[config.mk]
export PLATFORM = sky130hd
export DESIGN_NAME = repeating_decimal_to_fraction_flat
export DESIGN_NICKNAME = d
export VERILOG_FILES = /design/src/design/rdf_pkg.sv /design/src/design/rdf_in_if.sv /design/src/design/rdf_out_if.sv /design/src/design/repeating_decimal_to_fraction.sv /design/src/design/rdf_arith.sv /design/src/design/rdf_dp.sv /design/src/design/rdf_ctrl.sv /design/src/flat_wrapper.sv
export SDC_FILE = /design/constraint.sdc
export NUM_CORES = 2
export LEC_CHECK = 0
export BUFFER_PORTS_ARGS = -buffer_cell sky130_fd_sc_hd__buf_2
export CORE_MARGIN = 4
export CORE_UTILIZATION = 34
export DETAILED_ROUTE_END_ITERATION = 10
export PLACE_DENSITY = 0.54
export SETUP_SLACK_MARGIN = 0.5
export SKIP_CTS_REPAIR_TIMING = 1
export SYNTH_ARGS = -nofsm -noshare
export SYNTH_HDL_FRONTEND = slang
export SYNTH_SLANG_ARGS = --single-unit
[constraint.sdc]
create_clock -name i_clk -period 15.5 [get_ports i_clk]
set_input_delay 3.875 -clock i_clk [delete_from_list [all_inputs] [get_ports i_clk]]
set_output_delay 3.875 -clock i_clk [all_outputs]
set_load 0.01 [all_outputs]
[src/design/rdf_pkg.sv]
// ----------------------------------------------------------------------------
// rdf_pkg
// Shared types, constants and tables of the decimal to fraction converter.
// ----------------------------------------------------------------------------
package rdf_pkg;

    localparam int MAX_CHARS_DEF = 19;
    localparam int WORD_W        = 64;
    localparam int VAL_W         = 63;
    localparam int COUNT_W       = 5;
    localparam int POW_N         = 19;

    localparam logic [WORD_W-1:0] LIM = 64'h7FFF_FFFF_FFFF_FFFF;

    localparam logic [7:0] CH_ZERO  = 8'h30;
    localparam logic [7:0] CH_NINE  = 8'h39;
    localparam logic [7:0] CH_DOT   = 8'h2E;
    localparam logic [7:0] CH_OPEN  = 8'h5B;
    localparam logic [7:0] CH_CLOSE = 8'h5D;

    typedef enum logic [3:0] {
        OP_NONE,
        OP_INIT,
        OP_PZERO,
        OP_RZERO,
        OP_FZERO,
        OP_GLOAD,
        OP_GSTEP,
        OP_NINES,
        OP_DIV,
        OP_MUL,
        OP_ADD,
        OP_CAPTURE
    } t_op;

    typedef enum logic [2:0] {
        SEL_PN,
        SEL_PD,
        SEL_RN,
        SEL_RD,
        SEL_DEN,
        SEL_NUM,
        SEL_GA,
        SEL_T1
    } t_sel;

    typedef struct packed {
        logic take;
        t_op  op;
        t_sel a;
        t_sel b;
        t_sel dst;
    } t_cmd;

    typedef struct packed {
        logic busy;
        logic ov;
        logic pn_zero;
        logic rn_zero;
        logic rep_empty;
        logic num_zero;
        logic gb_zero;
    } t_status;

    typedef logic [WORD_W-1:0] t_pow_tab [POW_N];

    function automatic t_pow_tab f_pow_tab();
        t_pow_tab           tab;
        logic [WORD_W-1:0]  v;
        v = 64'd1;
        for (int i = 0; i < POW_N; i++) begin
            tab[i] = v;
            v = v * 64'd10;
        end
        return tab;
    endfunction

    localparam t_pow_tab POW10 = f_pow_tab();

endpackage

[src/design/rdf_in_if.sv]
// ----------------------------------------------------------------------------
// rdf_in_if
// Character channel: one ASCII character per request and an end marker.
// ----------------------------------------------------------------------------
interface rdf_in_if;
    logic       valid;
    logic       ready;
    logic [7:0] char_code;
    logic       last;

    modport source (output valid, output char_code, output last, input ready);
    modport sink   (input valid, input char_code, input last, output ready);
endinterface

[src/design/rdf_out_if.sv]
// ----------------------------------------------------------------------------
// rdf_out_if
// Result channel: reduced fraction and overflow flag per request.
// ----------------------------------------------------------------------------
interface rdf_out_if;
    logic        valid;
    logic        ready;
    logic [62:0] numerator;
    logic [62:0] denominator;
    logic        overflow;

    modport source (output valid, output numerator, output denominator,
                    output overflow, input ready);
    modport sink   (input valid, input numerator, input denominator,
                    input overflow, output ready);
endinterface

[src/design/repeating_decimal_to_fraction.sv]
// ----------------------------------------------------------------------------
// repeating_decimal_to_fraction
// Converts a decimal string with an optional repeating part to a fraction.
// ----------------------------------------------------------------------------
// Characters are taken at one per cycle while the controller is in its parse state.
// After the last character the result is computed by divisions, gcd steps and
// multiplications in the shared bit-serial unit; the number of gcd steps sets
// the run time. The next string is taken once the result is held.
// Reset is synchronous and active low; it clears the parser and controller.
module repeating_decimal_to_fraction #(
    parameter int MAX_CHARS = rdf_pkg::MAX_CHARS_DEF
) (
    input  logic      i_clk,
    input  logic      i_rst_n,
    rdf_in_if.sink    i_in,
    rdf_out_if.source o_out
);
    import rdf_pkg::*;

    t_cmd    cmd;
    t_status st;
    logic    in_ready;
    logic    out_valid;

    rdf_ctrl u_ctrl (
        .i_clk       (i_clk),
        .i_rst_n     (i_rst_n),
        .i_in_valid  (i_in.valid),
        .i_in_last   (i_in.last),
        .i_out_ready (o_out.ready),
        .i_status    (st),
        .o_in_ready  (in_ready),
        .o_out_valid (out_valid),
        .o_cmd       (cmd)
    );

    rdf_dp #(.MAX_CHARS(MAX_CHARS)) u_dp (
        .i_clk         (i_clk),
        .i_rst_n       (i_rst_n),
        .i_cmd         (cmd),
        .i_char_code   (i_in.char_code),
        .o_status      (st),
        .o_numerator   (o_out.numerator),
        .o_denominator (o_out.denominator),
        .o_overflow    (o_out.overflow)
    );

    assign i_in.ready  = in_ready;
    assign o_out.valid = out_valid;

    a_ov_zero: assert property (@(posedge i_clk) disable iff (!i_rst_n)
        o_out.valid && o_out.overflow |-> o_out.numerator == '0 && o_out.denominator == 63'd1)
        else $error("Overflow result is not zero over one.");

    a_den_nonzero: assert property (@(posedge i_clk) disable iff (!i_rst_n)
        o_out.valid |-> o_out.denominator != '0)
        else $error("Result denominator is zero.");

    a_no_issue_busy: assert property (@(posedge i_clk) disable iff (!i_rst_n)
        st.busy |-> !(cmd.op == OP_DIV || cmd.op == OP_MUL || cmd.op == OP_GSTEP
                      || cmd.op == OP_GLOAD || cmd.op == OP_ADD))
        else $error("Command issued while the arithmetic unit is busy.");

    a_last_stops: assert property (@(posedge i_clk) disable iff (!i_rst_n)
        i_in.valid && i_in.ready && i_in.last |=> !i_in.ready)
        else $error("Input still accepted after the final character.");
endmodule

[src/design/rdf_arith.sv]
// ----------------------------------------------------------------------------
// rdf_arith
// Shared bit-serial unit: restoring divider and shift-add multiplier.
// ----------------------------------------------------------------------------
module rdf_arith (
    input  logic        i_clk,
    input  logic        i_rst_n,
    input  logic        i_start,
    input  logic        i_mul,
    input  logic [63:0] i_x,
    input  logic [63:0] i_y,
    output logic        o_busy,
    output logic        o_done,
    output logic [63:0] o_quot,
    output logic [63:0] o_rem,
    output logic [63:0] o_prod,
    output logic        o_mul_ov
);
    import rdf_pkg::*;

    localparam int CNT_W = $clog2(WORD_W + 1);

    logic [CNT_W-1:0]    r_cnt;
    logic                r_done;
    logic                r_mul;
    logic [WORD_W-1:0]   r_rem, r_quo, r_dvs, r_ma;
    logic [2*WORD_W-1:0] r_mb, r_acc;
    logic [WORD_W:0]     trial, diff;
    logic                ge;

    assign trial = {r_rem, r_quo[WORD_W-1]};
    assign diff  = trial - {1'b0, r_dvs};
    assign ge    = trial >= {1'b0, r_dvs};

    always_ff @(posedge i_clk) begin
        if (!i_rst_n) begin
            r_cnt  <= '0;
            r_done <= 1'b0;
        end else begin
            r_done <= (r_cnt == CNT_W'(1));
            if (i_start) begin
                r_cnt <= CNT_W'(WORD_W);
            end else if (r_cnt != '0) begin
                r_cnt <= r_cnt - 1'b1;
            end
        end
    end

    always_ff @(posedge i_clk) begin
        if (i_start) begin
            r_mul <= i_mul;
            r_rem <= '0;
            r_quo <= i_x;
            r_dvs <= i_y;
            r_ma  <= i_x;
            r_mb  <= {{WORD_W{1'b0}}, i_y};
            r_acc <= '0;
        end else if (r_cnt != '0) begin
            if (r_mul) begin
                if (r_ma[0]) begin
                    r_acc <= r_acc + r_mb;
                end
                r_ma <= r_ma >> 1;
                r_mb <= r_mb << 1;
            end else begin
                r_rem <= ge ? diff[WORD_W-1:0] : trial[WORD_W-1:0];
                r_quo <= {r_quo[WORD_W-2:0], ge};
            end
        end
    end

    assign o_busy   = r_cnt != '0;
    assign o_done   = r_done;
    assign o_quot   = r_quo;
    assign o_rem    = r_rem;
    assign o_prod   = r_acc[WORD_W-1:0];
    assign o_mul_ov = |r_acc[2*WORD_W-1:VAL_W];
endmodule

[src/design/rdf_dp.sv]
// ----------------------------------------------------------------------------
// rdf_dp
// Datapath: character parser, working registers and the arithmetic unit.
// ----------------------------------------------------------------------------
module rdf_dp #(
    parameter int MAX_CHARS = rdf_pkg::MAX_CHARS_DEF
) (
    input  logic             i_clk,
    input  logic             i_rst_n,
    input  rdf_pkg::t_cmd    i_cmd,
    input  logic [7:0]       i_char_code,
    output rdf_pkg::t_status o_status,
    output logic [62:0]      o_numerator,
    output logic [62:0]      o_denominator,
    output logic             o_overflow
);
    import rdf_pkg::*;

    localparam int SEEN_W = $clog2(MAX_CHARS + 1);

    typedef enum logic [1:0] {PH_INT, PH_FRAC, PH_REP, PH_DONE} t_phase;

    function automatic logic [WORD_W:0] f_append(logic [WORD_W-1:0] v, logic [3:0] d);
        logic [WORD_W+3:0] p;
        logic [WORD_W-1:0] m;
        logic [WORD_W:0]   s;
        logic              mo, ao;
        p  = ({4'b0, v} << 3) + ({4'b0, v} << 1);
        mo = p > {4'b0, LIM};
        m  = mo ? '0 : p[WORD_W-1:0];
        s  = {1'b0, m} + {{(WORD_W-3){1'b0}}, d};
        ao = s > {1'b0, LIM};
        return {mo | ao, ao ? {WORD_W{1'b0}} : s[WORD_W-1:0]};
    endfunction

    function automatic logic [WORD_W-1:0] f_pow(logic [COUNT_W-1:0] n);
        return (n < COUNT_W'(POW_N)) ? POW10[n] : '0;
    endfunction

    // Parser state.
    logic [WORD_W-1:0]  r_plain, n_plain, r_rep, n_rep;
    logic [COUNT_W-1:0] r_fc, n_fc, r_rc, n_rc;
    t_phase             r_phase, n_phase;
    logic               r_ovs, n_ovs;
    logic [SEEN_W-1:0]  r_seen, n_seen;

    // Working registers.
    logic [WORD_W-1:0]  r_pn, n_pn, r_pd, n_pd, r_rn, n_rn, r_rd, n_rd;
    logic [WORD_W-1:0]  r_den, n_den, r_num, n_num, r_ga, n_ga, r_gb, n_gb;
    logic [WORD_W-1:0]  r_t1, n_t1;
    logic               r_ov, n_ov, r_kz, n_kz, r_kbig, n_kbig;
    t_op                r_pend_op, n_pend_op;
    t_sel               r_pend_dst, n_pend_dst;
    logic [VAL_W-1:0]   r_onum, n_onum, r_oden, n_oden;
    logic               r_oov, n_oov;

    logic               digit;
    logic [3:0]         dval;
    logic [7:0]         doff;
    logic [WORD_W:0]    app_p, app_r, add_s;
    logic               add_ov;
    logic [WORD_W-1:0]  src_a, src_b, wval;
    logic               wen;
    t_sel               wdst;
    logic               ar_start, ar_busy, ar_done, ar_mul_ov;
    logic [WORD_W-1:0]  ar_x, ar_y, ar_quot, ar_rem, ar_prod;

    assign digit = (i_char_code >= CH_ZERO) && (i_char_code <= CH_NINE);
    assign doff  = i_char_code - CH_ZERO;
    assign dval  = digit ? doff[3:0] : 4'd0;
    assign app_p = f_append(r_plain, dval);
    assign app_r = f_append(r_rep, dval);

    always_comb begin
        n_plain = r_plain;
        n_rep   = r_rep;
        n_fc    = r_fc;
        n_rc    = r_rc;
        n_phase = r_phase;
        n_ovs   = r_ovs;
        n_seen  = r_seen;
        if (i_cmd.op == OP_INIT) begin
            n_plain = '0;
            n_rep   = '0;
            n_fc    = '0;
            n_rc    = '0;
            n_phase = PH_INT;
            n_ovs   = 1'b0;
            n_seen  = '0;
        end else if (i_cmd.take) begin
            if (r_seen >= SEEN_W'(MAX_CHARS)) begin
                n_ovs = 1'b1;
            end else begin
                n_seen = r_seen + 1'b1;
                case (r_phase)
                    PH_INT, PH_FRAC: begin
                        if (digit) begin
                            n_plain = app_p[WORD_W-1:0];
                            n_ovs   = r_ovs | app_p[WORD_W];
                            if (r_phase == PH_FRAC && r_fc != '1) begin
                                n_fc = r_fc + 1'b1;
                            end
                        end else if (i_char_code == CH_DOT && r_phase == PH_INT) begin
                            n_phase = PH_FRAC;
                        end else if (i_char_code == CH_OPEN) begin
                            n_phase = PH_REP;
                        end
                    end
                    PH_REP: begin
                        if (digit) begin
                            n_rep = app_r[WORD_W-1:0];
                            n_ovs = r_ovs | app_r[WORD_W];
                            if (r_rc != '1) begin
                                n_rc = r_rc + 1'b1;
                            end
                        end else if (i_char_code == CH_CLOSE) begin
                            n_phase = PH_DONE;
                        end
                    end
                    default: ;
                endcase
            end
        end
    end

    always_comb begin
        case (i_cmd.a)
            SEL_PN:  src_a = r_pn;
            SEL_PD:  src_a = r_pd;
            SEL_RN:  src_a = r_rn;
            SEL_RD:  src_a = r_rd;
            SEL_DEN: src_a = r_den;
            SEL_NUM: src_a = r_num;
            SEL_GA:  src_a = r_ga;
            default: src_a = r_t1;
        endcase
        case (i_cmd.b)
            SEL_PN:  src_b = r_pn;
            SEL_PD:  src_b = r_pd;
            SEL_RN:  src_b = r_rn;
            SEL_RD:  src_b = r_rd;
            SEL_DEN: src_b = r_den;
            SEL_NUM: src_b = r_num;
            SEL_GA:  src_b = r_ga;
            default: src_b = r_t1;
        endcase
    end

    assign add_s  = {1'b0, src_a} + {1'b0, src_b};
    assign add_ov = (src_a > LIM) || (add_s > {1'b0, LIM});

    assign ar_start = (i_cmd.op == OP_DIV) || (i_cmd.op == OP_MUL) || (i_cmd.op == OP_GSTEP);
    assign ar_x     = (i_cmd.op == OP_GSTEP) ? r_ga : src_a;
    assign ar_y     = (i_cmd.op == OP_GSTEP) ? r_gb : src_b;

    rdf_arith u_arith (
        .i_clk    (i_clk),
        .i_rst_n  (i_rst_n),
        .i_start  (ar_start),
        .i_mul    (i_cmd.op == OP_MUL),
        .i_x      (ar_x),
        .i_y      (ar_y),
        .o_busy   (ar_busy),
        .o_done   (ar_done),
        .o_quot   (ar_quot),
        .o_rem    (ar_rem),
        .o_prod   (ar_prod),
        .o_mul_ov (ar_mul_ov)
    );

    always_comb begin
        n_pn       = r_pn;
        n_pd       = r_pd;
        n_rn       = r_rn;
        n_rd       = r_rd;
        n_den      = r_den;
        n_num      = r_num;
        n_ga       = r_ga;
        n_gb       = r_gb;
        n_t1       = r_t1;
        n_ov       = r_ov;
        n_kz       = r_kz;
        n_kbig     = r_kbig;
        n_pend_op  = r_pend_op;
        n_pend_dst = r_pend_dst;
        n_onum     = r_onum;
        n_oden     = r_oden;
        n_oov      = r_oov;
        wen        = 1'b0;
        wval       = '0;
        wdst       = i_cmd.dst;
        case (i_cmd.op)
            OP_INIT: begin
                n_pn   = r_plain;
                n_pd   = f_pow(r_fc);
                n_t1   = f_pow(r_fc);
                n_rn   = r_rep;
                n_rd   = f_pow(r_rc) - 64'd1;
                n_num  = '0;
                n_den  = 64'd1;
                n_ov   = r_ovs | (r_fc >= COUNT_W'(POW_N));
                n_kz   = r_rc == '0;
                n_kbig = r_rc >= COUNT_W'(POW_N);
            end
            OP_PZERO: begin
                n_pn = '0;
                n_pd = 64'd1;
            end
            OP_RZERO: begin
                n_rn = '0;
                n_rd = 64'd1;
            end
            OP_FZERO: begin
                n_num = '0;
                n_den = 64'd1;
            end
            OP_GLOAD: begin
                n_ga = src_a;
                n_gb = src_b;
            end
            OP_NINES: begin
                n_ov = r_ov | r_kbig;
            end
            OP_ADD: begin
                wen  = 1'b1;
                wval = add_ov ? '0 : add_s[WORD_W-1:0];
                n_ov = r_ov | add_ov;
            end
            OP_DIV, OP_MUL, OP_GSTEP: begin
                n_pend_op  = i_cmd.op;
                n_pend_dst = i_cmd.dst;
            end
            OP_CAPTURE: begin
                n_onum = r_num[VAL_W-1:0];
                n_oden = r_den[VAL_W-1:0];
                n_oov  = r_ov;
            end
            default: ;
        endcase
        if (ar_done) begin
            wdst = r_pend_dst;
            case (r_pend_op)
                OP_GSTEP: begin
                    n_ga = r_gb;
                    n_gb = ar_rem;
                end
                OP_DIV: begin
                    wen  = 1'b1;
                    wval = ar_quot;
                end
                OP_MUL: begin
                    wen  = 1'b1;
                    wval = ar_mul_ov ? '0 : ar_prod;
                    n_ov = r_ov | ar_mul_ov;
                end
                default: ;
            endcase
        end
        if (wen) begin
            case (wdst)
                SEL_PN:  n_pn  = wval;
                SEL_PD:  n_pd  = wval;
                SEL_RN:  n_rn  = wval;
                SEL_RD:  n_rd  = wval;
                SEL_DEN: n_den = wval;
                SEL_NUM: n_num = wval;
                SEL_GA:  n_ga  = wval;
                default: n_t1  = wval;
            endcase
        end
    end

    always_ff @(posedge i_clk) begin
        if (!i_rst_n) begin
            r_plain   <= '0;
            r_rep     <= '0;
            r_fc      <= '0;
            r_rc      <= '0;
            r_phase   <= PH_INT;
            r_ovs     <= 1'b0;
            r_seen    <= '0;
            r_pend_op <= OP_NONE;
        end else begin
            r_plain   <= n_plain;
            r_rep     <= n_rep;
            r_fc      <= n_fc;
            r_rc      <= n_rc;
            r_phase   <= n_phase;
            r_ovs     <= n_ovs;
            r_seen    <= n_seen;
            r_pend_op <= n_pend_op;
        end
    end

    always_ff @(posedge i_clk) begin
        r_pn       <= n_pn;
        r_pd       <= n_pd;
        r_rn       <= n_rn;
        r_rd       <= n_rd;
        r_den      <= n_den;
        r_num      <= n_num;
        r_ga       <= n_ga;
        r_gb       <= n_gb;
        r_t1       <= n_t1;
        r_ov       <= n_ov;
        r_kz       <= n_kz;
        r_kbig     <= n_kbig;
        r_pend_dst <= n_pend_dst;
        r_onum     <= n_onum;
        r_oden     <= n_oden;
        r_oov      <= n_oov;
    end

    assign o_status.busy      = ar_busy | ar_done;
    assign o_status.ov        = r_ov;
    assign o_status.pn_zero   = r_pn == '0;
    assign o_status.rn_zero   = r_rn == '0;
    assign o_status.rep_empty = r_kz;
    assign o_status.num_zero  = r_num == '0;
    assign o_status.gb_zero   = r_gb == '0;

    assign o_numerator   = r_onum;
    assign o_denominator = r_oden;
    assign o_overflow    = r_oov;
endmodule

[src/design/rdf_ctrl.sv]
// ----------------------------------------------------------------------------
// rdf_ctrl
// Controller: sequences parsing, the gcd reductions and the final sum.
// ----------------------------------------------------------------------------
module rdf_ctrl (
    input  logic             i_clk,
    input  logic             i_rst_n,
    input  logic             i_in_valid,
    input  logic             i_in_last,
    input  logic             i_out_ready,
    input  rdf_pkg::t_status i_status,
    output logic             o_in_ready,
    output logic             o_out_valid,
    output rdf_pkg::t_cmd    o_cmd
);
    import rdf_pkg::*;

    typedef enum logic [4:0] {
        S_PARSE, S_INIT, S_PCHK, S_GLOOP, S_WAIT, S_PDIV1, S_PDIV2,
        S_RCHK, S_RMUL, S_RCHK2, S_RDIV1, S_RDIV2, S_LCHK, S_LDIV,
        S_LMUL, S_LCHK2, S_LM1, S_LD2, S_LM2, S_LADD, S_FCHK,
        S_FDIV1, S_FDIV2, S_EMIT
    } t_state;

    typedef enum logic [1:0] {RET_P, RET_R, RET_L, RET_F} t_ret;

    t_state r_state, r_after;
    t_ret   r_ret;
    logic   r_out_valid;
    logic   rep_go;

    assign rep_go = !i_status.ov && !i_status.rep_empty && !i_status.rn_zero;

    always_comb begin
        o_cmd.take = 1'b0;
        o_cmd.op   = OP_NONE;
        o_cmd.a    = SEL_PN;
        o_cmd.b    = SEL_PN;
        o_cmd.dst  = SEL_PN;
        case (r_state)
            S_PARSE: o_cmd.take = i_in_valid;
            S_INIT:  o_cmd.op = OP_INIT;
            S_PCHK: begin
                if (i_status.ov || i_status.pn_zero) begin
                    o_cmd.op = OP_PZERO;
                end else begin
                    o_cmd.op = OP_GLOAD;
                    o_cmd.a  = SEL_PN;
                    o_cmd.b  = SEL_PD;
                end
            end
            S_GLOOP: begin
                if (!i_status.gb_zero) begin
                    o_cmd.op = OP_GSTEP;
                end
            end
            S_PDIV1: begin
                o_cmd.op = OP_DIV; o_cmd.a = SEL_PN; o_cmd.b = SEL_GA; o_cmd.dst = SEL_PN;
            end
            S_PDIV2: begin
                o_cmd.op = OP_DIV; o_cmd.a = SEL_PD; o_cmd.b = SEL_GA; o_cmd.dst = SEL_PD;
            end
            S_RCHK:  o_cmd.op = rep_go ? OP_NINES : OP_RZERO;
            S_RMUL: begin
                o_cmd.op = OP_MUL; o_cmd.a = SEL_RD; o_cmd.b = SEL_T1; o_cmd.dst = SEL_RD;
            end
            S_RCHK2: begin
                if (i_status.ov) begin
                    o_cmd.op = OP_RZERO;
                end else begin
                    o_cmd.op = OP_GLOAD;
                    o_cmd.a  = SEL_RN;
                    o_cmd.b  = SEL_RD;
                end
            end
            S_RDIV1: begin
                o_cmd.op = OP_DIV; o_cmd.a = SEL_RN; o_cmd.b = SEL_GA; o_cmd.dst = SEL_RN;
            end
            S_RDIV2: begin
                o_cmd.op = OP_DIV; o_cmd.a = SEL_RD; o_cmd.b = SEL_GA; o_cmd.dst = SEL_RD;
            end
            S_LCHK: begin
                if (!i_status.ov) begin
                    o_cmd.op = OP_GLOAD;
                    o_cmd.a  = SEL_RD;
                    o_cmd.b  = SEL_PD;
                end
            end
            S_LDIV: begin
                o_cmd.op = OP_DIV; o_cmd.a = SEL_RD; o_cmd.b = SEL_GA; o_cmd.dst = SEL_T1;
            end
            S_LMUL: begin
                o_cmd.op = OP_MUL; o_cmd.a = SEL_T1; o_cmd.b = SEL_PD; o_cmd.dst = SEL_DEN;
            end
            S_LCHK2: begin
                if (!i_status.ov) begin
                    o_cmd.op = OP_DIV; o_cmd.a = SEL_DEN; o_cmd.b = SEL_RD;
                    o_cmd.dst = SEL_T1;
                end
            end
            S_LM1: begin
                o_cmd.op = OP_MUL; o_cmd.a = SEL_RN; o_cmd.b = SEL_T1; o_cmd.dst = SEL_NUM;
            end
            S_LD2: begin
                o_cmd.op = OP_DIV; o_cmd.a = SEL_DEN; o_cmd.b = SEL_PD; o_cmd.dst = SEL_T1;
            end
            S_LM2: begin
                o_cmd.op = OP_MUL; o_cmd.a = SEL_PN; o_cmd.b = SEL_T1; o_cmd.dst = SEL_T1;
            end
            S_LADD: begin
                o_cmd.op = OP_ADD; o_cmd.a = SEL_NUM; o_cmd.b = SEL_T1; o_cmd.dst = SEL_NUM;
            end
            S_FCHK: begin
                if (i_status.ov || i_status.num_zero) begin
                    o_cmd.op = OP_FZERO;
                end else begin
                    o_cmd.op = OP_GLOAD;
                    o_cmd.a  = SEL_DEN;
                    o_cmd.b  = SEL_NUM;
                end
            end
            S_FDIV1: begin
                o_cmd.op = OP_DIV; o_cmd.a = SEL_NUM; o_cmd.b = SEL_GA; o_cmd.dst = SEL_NUM;
            end
            S_FDIV2: begin
                o_cmd.op = OP_DIV; o_cmd.a = SEL_DEN; o_cmd.b = SEL_GA; o_cmd.dst = SEL_DEN;
            end
            S_EMIT: begin
                if (!r_out_valid || i_out_ready) begin
                    o_cmd.op = OP_CAPTURE;
                end
            end
            default: ;
        endcase
    end

    always_ff @(posedge i_clk) begin
        if (!i_rst_n) begin
            r_state     <= S_PARSE;
            r_after     <= S_PARSE;
            r_ret       <= RET_P;
            r_out_valid <= 1'b0;
        end else begin
            if (r_out_valid && i_out_ready) begin
                r_out_valid <= 1'b0;
            end
            case (r_state)
                S_PARSE: begin
                    if (i_in_valid && i_in_last) begin
                        r_state <= S_INIT;
                    end
                end
                S_INIT: r_state <= S_PCHK;
                S_PCHK: begin
                    if (i_status.ov || i_status.pn_zero) begin
                        r_state <= S_RCHK;
                    end else begin
                        r_ret   <= RET_P;
                        r_state <= S_GLOOP;
                    end
                end
                S_GLOOP: begin
                    if (!i_status.gb_zero) begin
                        r_after <= S_GLOOP;
                        r_state <= S_WAIT;
                    end else begin
                        case (r_ret)
                            RET_P:   r_state <= S_PDIV1;
                            RET_R:   r_state <= S_RDIV1;
                            RET_L:   r_state <= S_LDIV;
                            default: r_state <= S_FDIV1;
                        endcase
                    end
                end
                S_WAIT: begin
                    if (!i_status.busy) begin
                        r_state <= r_after;
                    end
                end
                S_PDIV1: begin r_after <= S_PDIV2; r_state <= S_WAIT; end
                S_PDIV2: begin r_after <= S_RCHK;  r_state <= S_WAIT; end
                S_RCHK:  r_state <= rep_go ? S_RMUL : S_LCHK;
                S_RMUL:  begin r_after <= S_RCHK2; r_state <= S_WAIT; end
                S_RCHK2: begin
                    if (i_status.ov) begin
                        r_state <= S_LCHK;
                    end else begin
                        r_ret   <= RET_R;
                        r_state <= S_GLOOP;
                    end
                end
                S_RDIV1: begin r_after <= S_RDIV2; r_state <= S_WAIT; end
                S_RDIV2: begin r_after <= S_LCHK;  r_state <= S_WAIT; end
                S_LCHK: begin
                    if (i_status.ov) begin
                        r_state <= S_FCHK;
                    end else begin
                        r_ret   <= RET_L;
                        r_state <= S_GLOOP;
                    end
                end
                S_LDIV:  begin r_after <= S_LMUL;  r_state <= S_WAIT; end
                S_LMUL:  begin r_after <= S_LCHK2; r_state <= S_WAIT; end
                S_LCHK2: begin
                    if (i_status.ov) begin
                        r_state <= S_FCHK;
                    end else begin
                        r_after <= S_LM1;
                        r_state <= S_WAIT;
                    end
                end
                S_LM1:   begin r_after <= S_LD2;  r_state <= S_WAIT; end
                S_LD2:   begin r_after <= S_LM2;  r_state <= S_WAIT; end
                S_LM2:   begin r_after <= S_LADD; r_state <= S_WAIT; end
                S_LADD:  r_state <= S_FCHK;
                S_FCHK: begin
                    if (i_status.ov || i_status.num_zero) begin
                        r_state <= S_EMIT;
                    end else begin
                        r_ret   <= RET_F;
                        r_state <= S_GLOOP;
                    end
                end
                S_FDIV1: begin r_after <= S_FDIV2; r_state <= S_WAIT; end
                S_FDIV2: begin r_after <= S_EMIT;  r_state <= S_WAIT; end
                S_EMIT: begin
                    if (!r_out_valid || i_out_ready) begin
                        r_out_valid <= 1'b1;
                        r_state     <= S_PARSE;
                    end
                end
                default: r_state <= S_PARSE;
            endcase
        end
    end

    assign o_in_ready  = r_state == S_PARSE;
    assign o_out_valid = r_out_valid;
endmodule
[src/flat_wrapper.sv]
// flat-port wrapper written by rule: the top's interface ports become plain ports
module repeating_decimal_to_fraction_flat import rdf_pkg::*;
#(
    parameter int MAX_CHARS = rdf_pkg::MAX_CHARS_DEF
)
  (i_clk, i_rst_n, i_in_valid, i_in_char_code, i_in_last, i_in_ready, o_out_valid, o_out_numerator, o_out_denominator, o_out_overflow, o_out_ready);
  rdf_in_if i_in_i ();
  rdf_out_if o_out_i ();
  input  logic i_clk;
  input  logic i_rst_n;
  input wire logic [$bits(i_in_i.valid)-1:0] i_in_valid;
  input wire logic [$bits(i_in_i.char_code)-1:0] i_in_char_code;
  input wire logic [$bits(i_in_i.last)-1:0] i_in_last;
  output wire logic [$bits(i_in_i.ready)-1:0] i_in_ready;
  output wire logic [$bits(o_out_i.valid)-1:0] o_out_valid;
  output wire logic [$bits(o_out_i.numerator)-1:0] o_out_numerator;
  output wire logic [$bits(o_out_i.denominator)-1:0] o_out_denominator;
  output wire logic [$bits(o_out_i.overflow)-1:0] o_out_overflow;
  input wire logic [$bits(o_out_i.ready)-1:0] o_out_ready;
  assign i_in_i.valid = i_in_valid;
  assign i_in_i.char_code = i_in_char_code;
  assign i_in_i.last = i_in_last;
  assign i_in_ready = i_in_i.ready;
  assign o_out_valid = o_out_i.valid;
  assign o_out_numerator = o_out_i.numerator;
  assign o_out_denominator = o_out_i.denominator;
  assign o_out_overflow = o_out_i.overflow;
  assign o_out_i.ready = o_out_ready;
  repeating_decimal_to_fraction #(.MAX_CHARS(MAX_CHARS)) u_core (.i_clk(i_clk), .i_rst_n(i_rst_n), .i_in(i_in_i), .o_out(o_out_i));
endmodule
==> flow_summary.ini <==
[worst_setup_path]
path_depth = 29
endpoint = u_core.u_dp.r_num[28]$_DFF_P_
crit_path_max_fanout = 100
crit_start = u_core.u_dp.r_pn[20]$_DFF_P_
reg2reg_depth = 29
cp-end-kind = register
cp_common_cell = buf_4
arrival_ns = 12.11
required_ns = 16.19
regToRegEndpoint = u_core.u_dp.r_num[28]$_DFF_P_
regToRegStartpoint = u_core.u_dp.r_pn[20]$_DFF_P_
worst-r2r-setup-slack_ns = 4.08
cp_num_buf_inv = 5
critPathSlowestCell = a22oi_1
slowest_delay_ns = 1.04
crit_path_start_kind = register
crit_type = reg -> reg
crit_family = compound AO/OA/AOI/OAI gates

[synthesis]
synth_top_area_share_pct = 22.6
ys_warn_count = 0
synth_top_flop_cell = dfxtp_1
synth.cell_area_mm2 = 0.0889
synthTopCellsByCount = 1668 x nand2_1, 1152 x a21oi_1, 1004 x dfxtp_1
synthTopCellsByArea = dfxtp_1 23%, edfxtp_1 13%, nand2_1 7.0%
syn-mean-instance-area_um2 = 8.09
synth_cells = 11000
synth_most_common_cell = nand2_1
synth-edff-count = 389
synth_seq_cells = 1393
yosys.area.top_type = dfxtp_1
seq_area_frac_synth_pct = 35.8
syn-num-nets = 11400
async_flop_share_pct = 0
ys_types = 130

[sta]
holdWs_ns = 0.464
fin_tns_setup_ns = 0
final_max_slew_viol_count = 2
slew_headroom_pct = -0.997
fin_worst_skew_ns = 0.0554
setup_ws_ns = 4.08
max_freq_mhz = 87.6
tightest_slew_ns = 1.50
hold_viol_final = 0
finalSetupViolCount = 0
fin_crit_sh_pct = 73.7
final.min_clock_period_ns = 11.42
rsz0062_at_grt = no

[power]
power_frac_seq_pct = 34.8
p_clk_share_pct = 29.2
p_int_mw = 8.77
cellPowerDensity_mw_per_mm2 = 148
pwr-share-comb_pct = 36.0
p_switching_mw = 5.77
sw_frac_of_total_pct = 39.7
p_leak_nw = 38.7
max-vdd-ir-drop_uv = 96.4

[die]
die_area_mm2 = 0.270
core-area_mm2 = 0.260
start_util_pct = 34.2
die_h_um = 519
die_x_um = 519
rows = 187
ios = 142

[worst_hold_path]
hp-class = reg -> reg

[clock_network]
cts.sinks = 1393
clock_path_buffers = 3
clk_latency_ns = 0.87
cts_tree = done
htreeDepth = 4
cts-root-buf = clkbuf_16
clk_pin_slew_ns = 0.07
numCtsBuffers = 168

[routing]
via_per_inst = 6.24
drt_iter0_markers = 11400
ant_nets = 0
routed_wl_mm = 416
route.vias.total = 89500
wire_per_inst_um = 29.0
first_pass_iters = 9
drc = 0

[placement]
dp_slack_ns = 4.73
dp_hpwl_mm = 311
io_buffers = 141
place_congestion = 1.03

[global_route]
grt_pass1_vias = 82300
grt_pass1_wl_mm = 594
overflow = 0
grt_max_degree = 157
grt.total_usage_pct = 29.3
antenna_found_initial = 22

[flow_run]
maxCapViolCount = 1

[outcome]
violations = max-capacitance violations, max-slew violations
status = finished, violations left

[final_layout]
nFillCells = 26700
nets = 11100
drive_above_1_share_pct = 7.97
syn2layout_area_growth_pct = 10.8
reg_top3 = u_core.u_dp.u_arith.r_acc: 128 flops, u_core.u_dp.u_arith.r_mb: 128 flops
## layout make-up
type,count,area [um2],area share (%)
Sequential cell,1393,31800,32.3
Multi-Input combinational cell,8612,53700,54.5
Antenna cell,9,22.5,0.0229
Clock inverter,81,1040,1.06
Timing Repair Buffer,293,1910,1.94
Tap cell,3496,4370,4.44
Clock buffer,234,4830,4.90
Inverter,222,846,0.859
## how the worst min path moves through the flow
stage                                                          from                                         to  slack (ns)  depth (start not counted)
final                            u_core.u_dp.r_seen[4]$_SDFFE_PP0P_         u_core.u_dp.r_seen[4]$_SDFFE_PP0P_        0.46                          1
after global routing      u_core.u_dp.u_arith.r_mb[80]$_SDFFE_PN0P_  u_core.u_dp.u_arith.r_mb[81]$_SDFFE_PN0P_        0.49                          2
after CTS                        u_core.u_dp.r_seen[4]$_SDFFE_PP0P_         u_core.u_dp.r_seen[4]$_SDFFE_PP0P_        0.47                          1
after detailed placement         u_core.u_dp.r_seen[4]$_SDFFE_PP0P_         u_core.u_dp.r_seen[4]$_SDFFE_PP0P_        0.45                          1
after global placement           u_core.u_dp.r_seen[4]$_SDFFE_PP0P_         u_core.u_dp.r_seen[4]$_SDFFE_PP0P_        0.45                          1
after floorplan                       u_core.u_dp.r_den[10]$_DFF_P_    u_core.u_dp.o_denominator[10]$_DFFE_PN_        0.43                          0
## stage by stage
step / power, mW / std cells / util, % / cell area [um2]
final: 14.5 / 14300 / 37.9 / 98500
after global routing: 15.2 / 14300 / 37.9 / 98500
after CTS: 14.5 / 14300 / 37.9 / 98500
after detailed placement: 10.2 / 14000 / 35.6 / 92600
after global placement: 10.2 / 14000 / 35.6 / 92600
after floorplan: 8.56 / 11000 / - / 88900
## cells by family after synthesis
logic type      share of synthesized area [%]
simple gates                             19.5
compound gates                           27.4
flops                                    35.8
buf+inv                                  4.22
fa+ha+maj                                6.09
xor+xnor                                 4.20
mux                                      2.79
## routing by layer
layer	routed length (um)	up-vias	global-route usage [%]
li1	-	40200	-
met1	175000	43700	39.8
met2	174000	4811	43.3
met3	40700	815	6.34
met4	25700	12	15.7
met5	71	-	0
## power by group through the flow
stage | clock [mW] | combinational (mW) | sequential (mW)
floorplan | 0 | 3.67 | 4.89
global placement | 0 | 5.07 | 5.09
detailed placement | 0 | 5.10 | 5.11
CTS | 4.30 | 5.14 | 5.04
global route | 4.44 | 5.67 | 5.12
finish | 4.25 | 5.23 | 5.06
## layout by cell type (no fill, tap or decap), types with 35 or more instances in the layout
cell / instances
a211oi_1: 255
a21o_1: 249
a21oi_1: 1150
a221o_1: 77
a221oi_1: 241
a22o_1: 93
a22oi_1: 151
a31oi_1: 169
and2_1: 67
and3_1: 86
buf_2: 141
buf_4: 147
clkbuf_1: 36
clkbuf_16: 175
dfxtp_1: 1003
edfxtp_1: 389
ha_1: 421
inv_1: 216
mux2_2: 121
mux2i_1: 110
nand2_1: 1662
nand2b_1: 78
nand3_1: 387
nand4_1: 157
nor2_1: 717
nor2b_1: 64
nor3_1: 155
nor4_1: 127
o211ai_1: 124
o21a_1: 97
o21ai_0: 495
o21ai_1: 254
o21bai_1: 70
o31ai_1: 38
or2_2: 35
or3_1: 41
xnor2_1: 251
xor2_1: 173
Power figures use the tool's default switching activity.
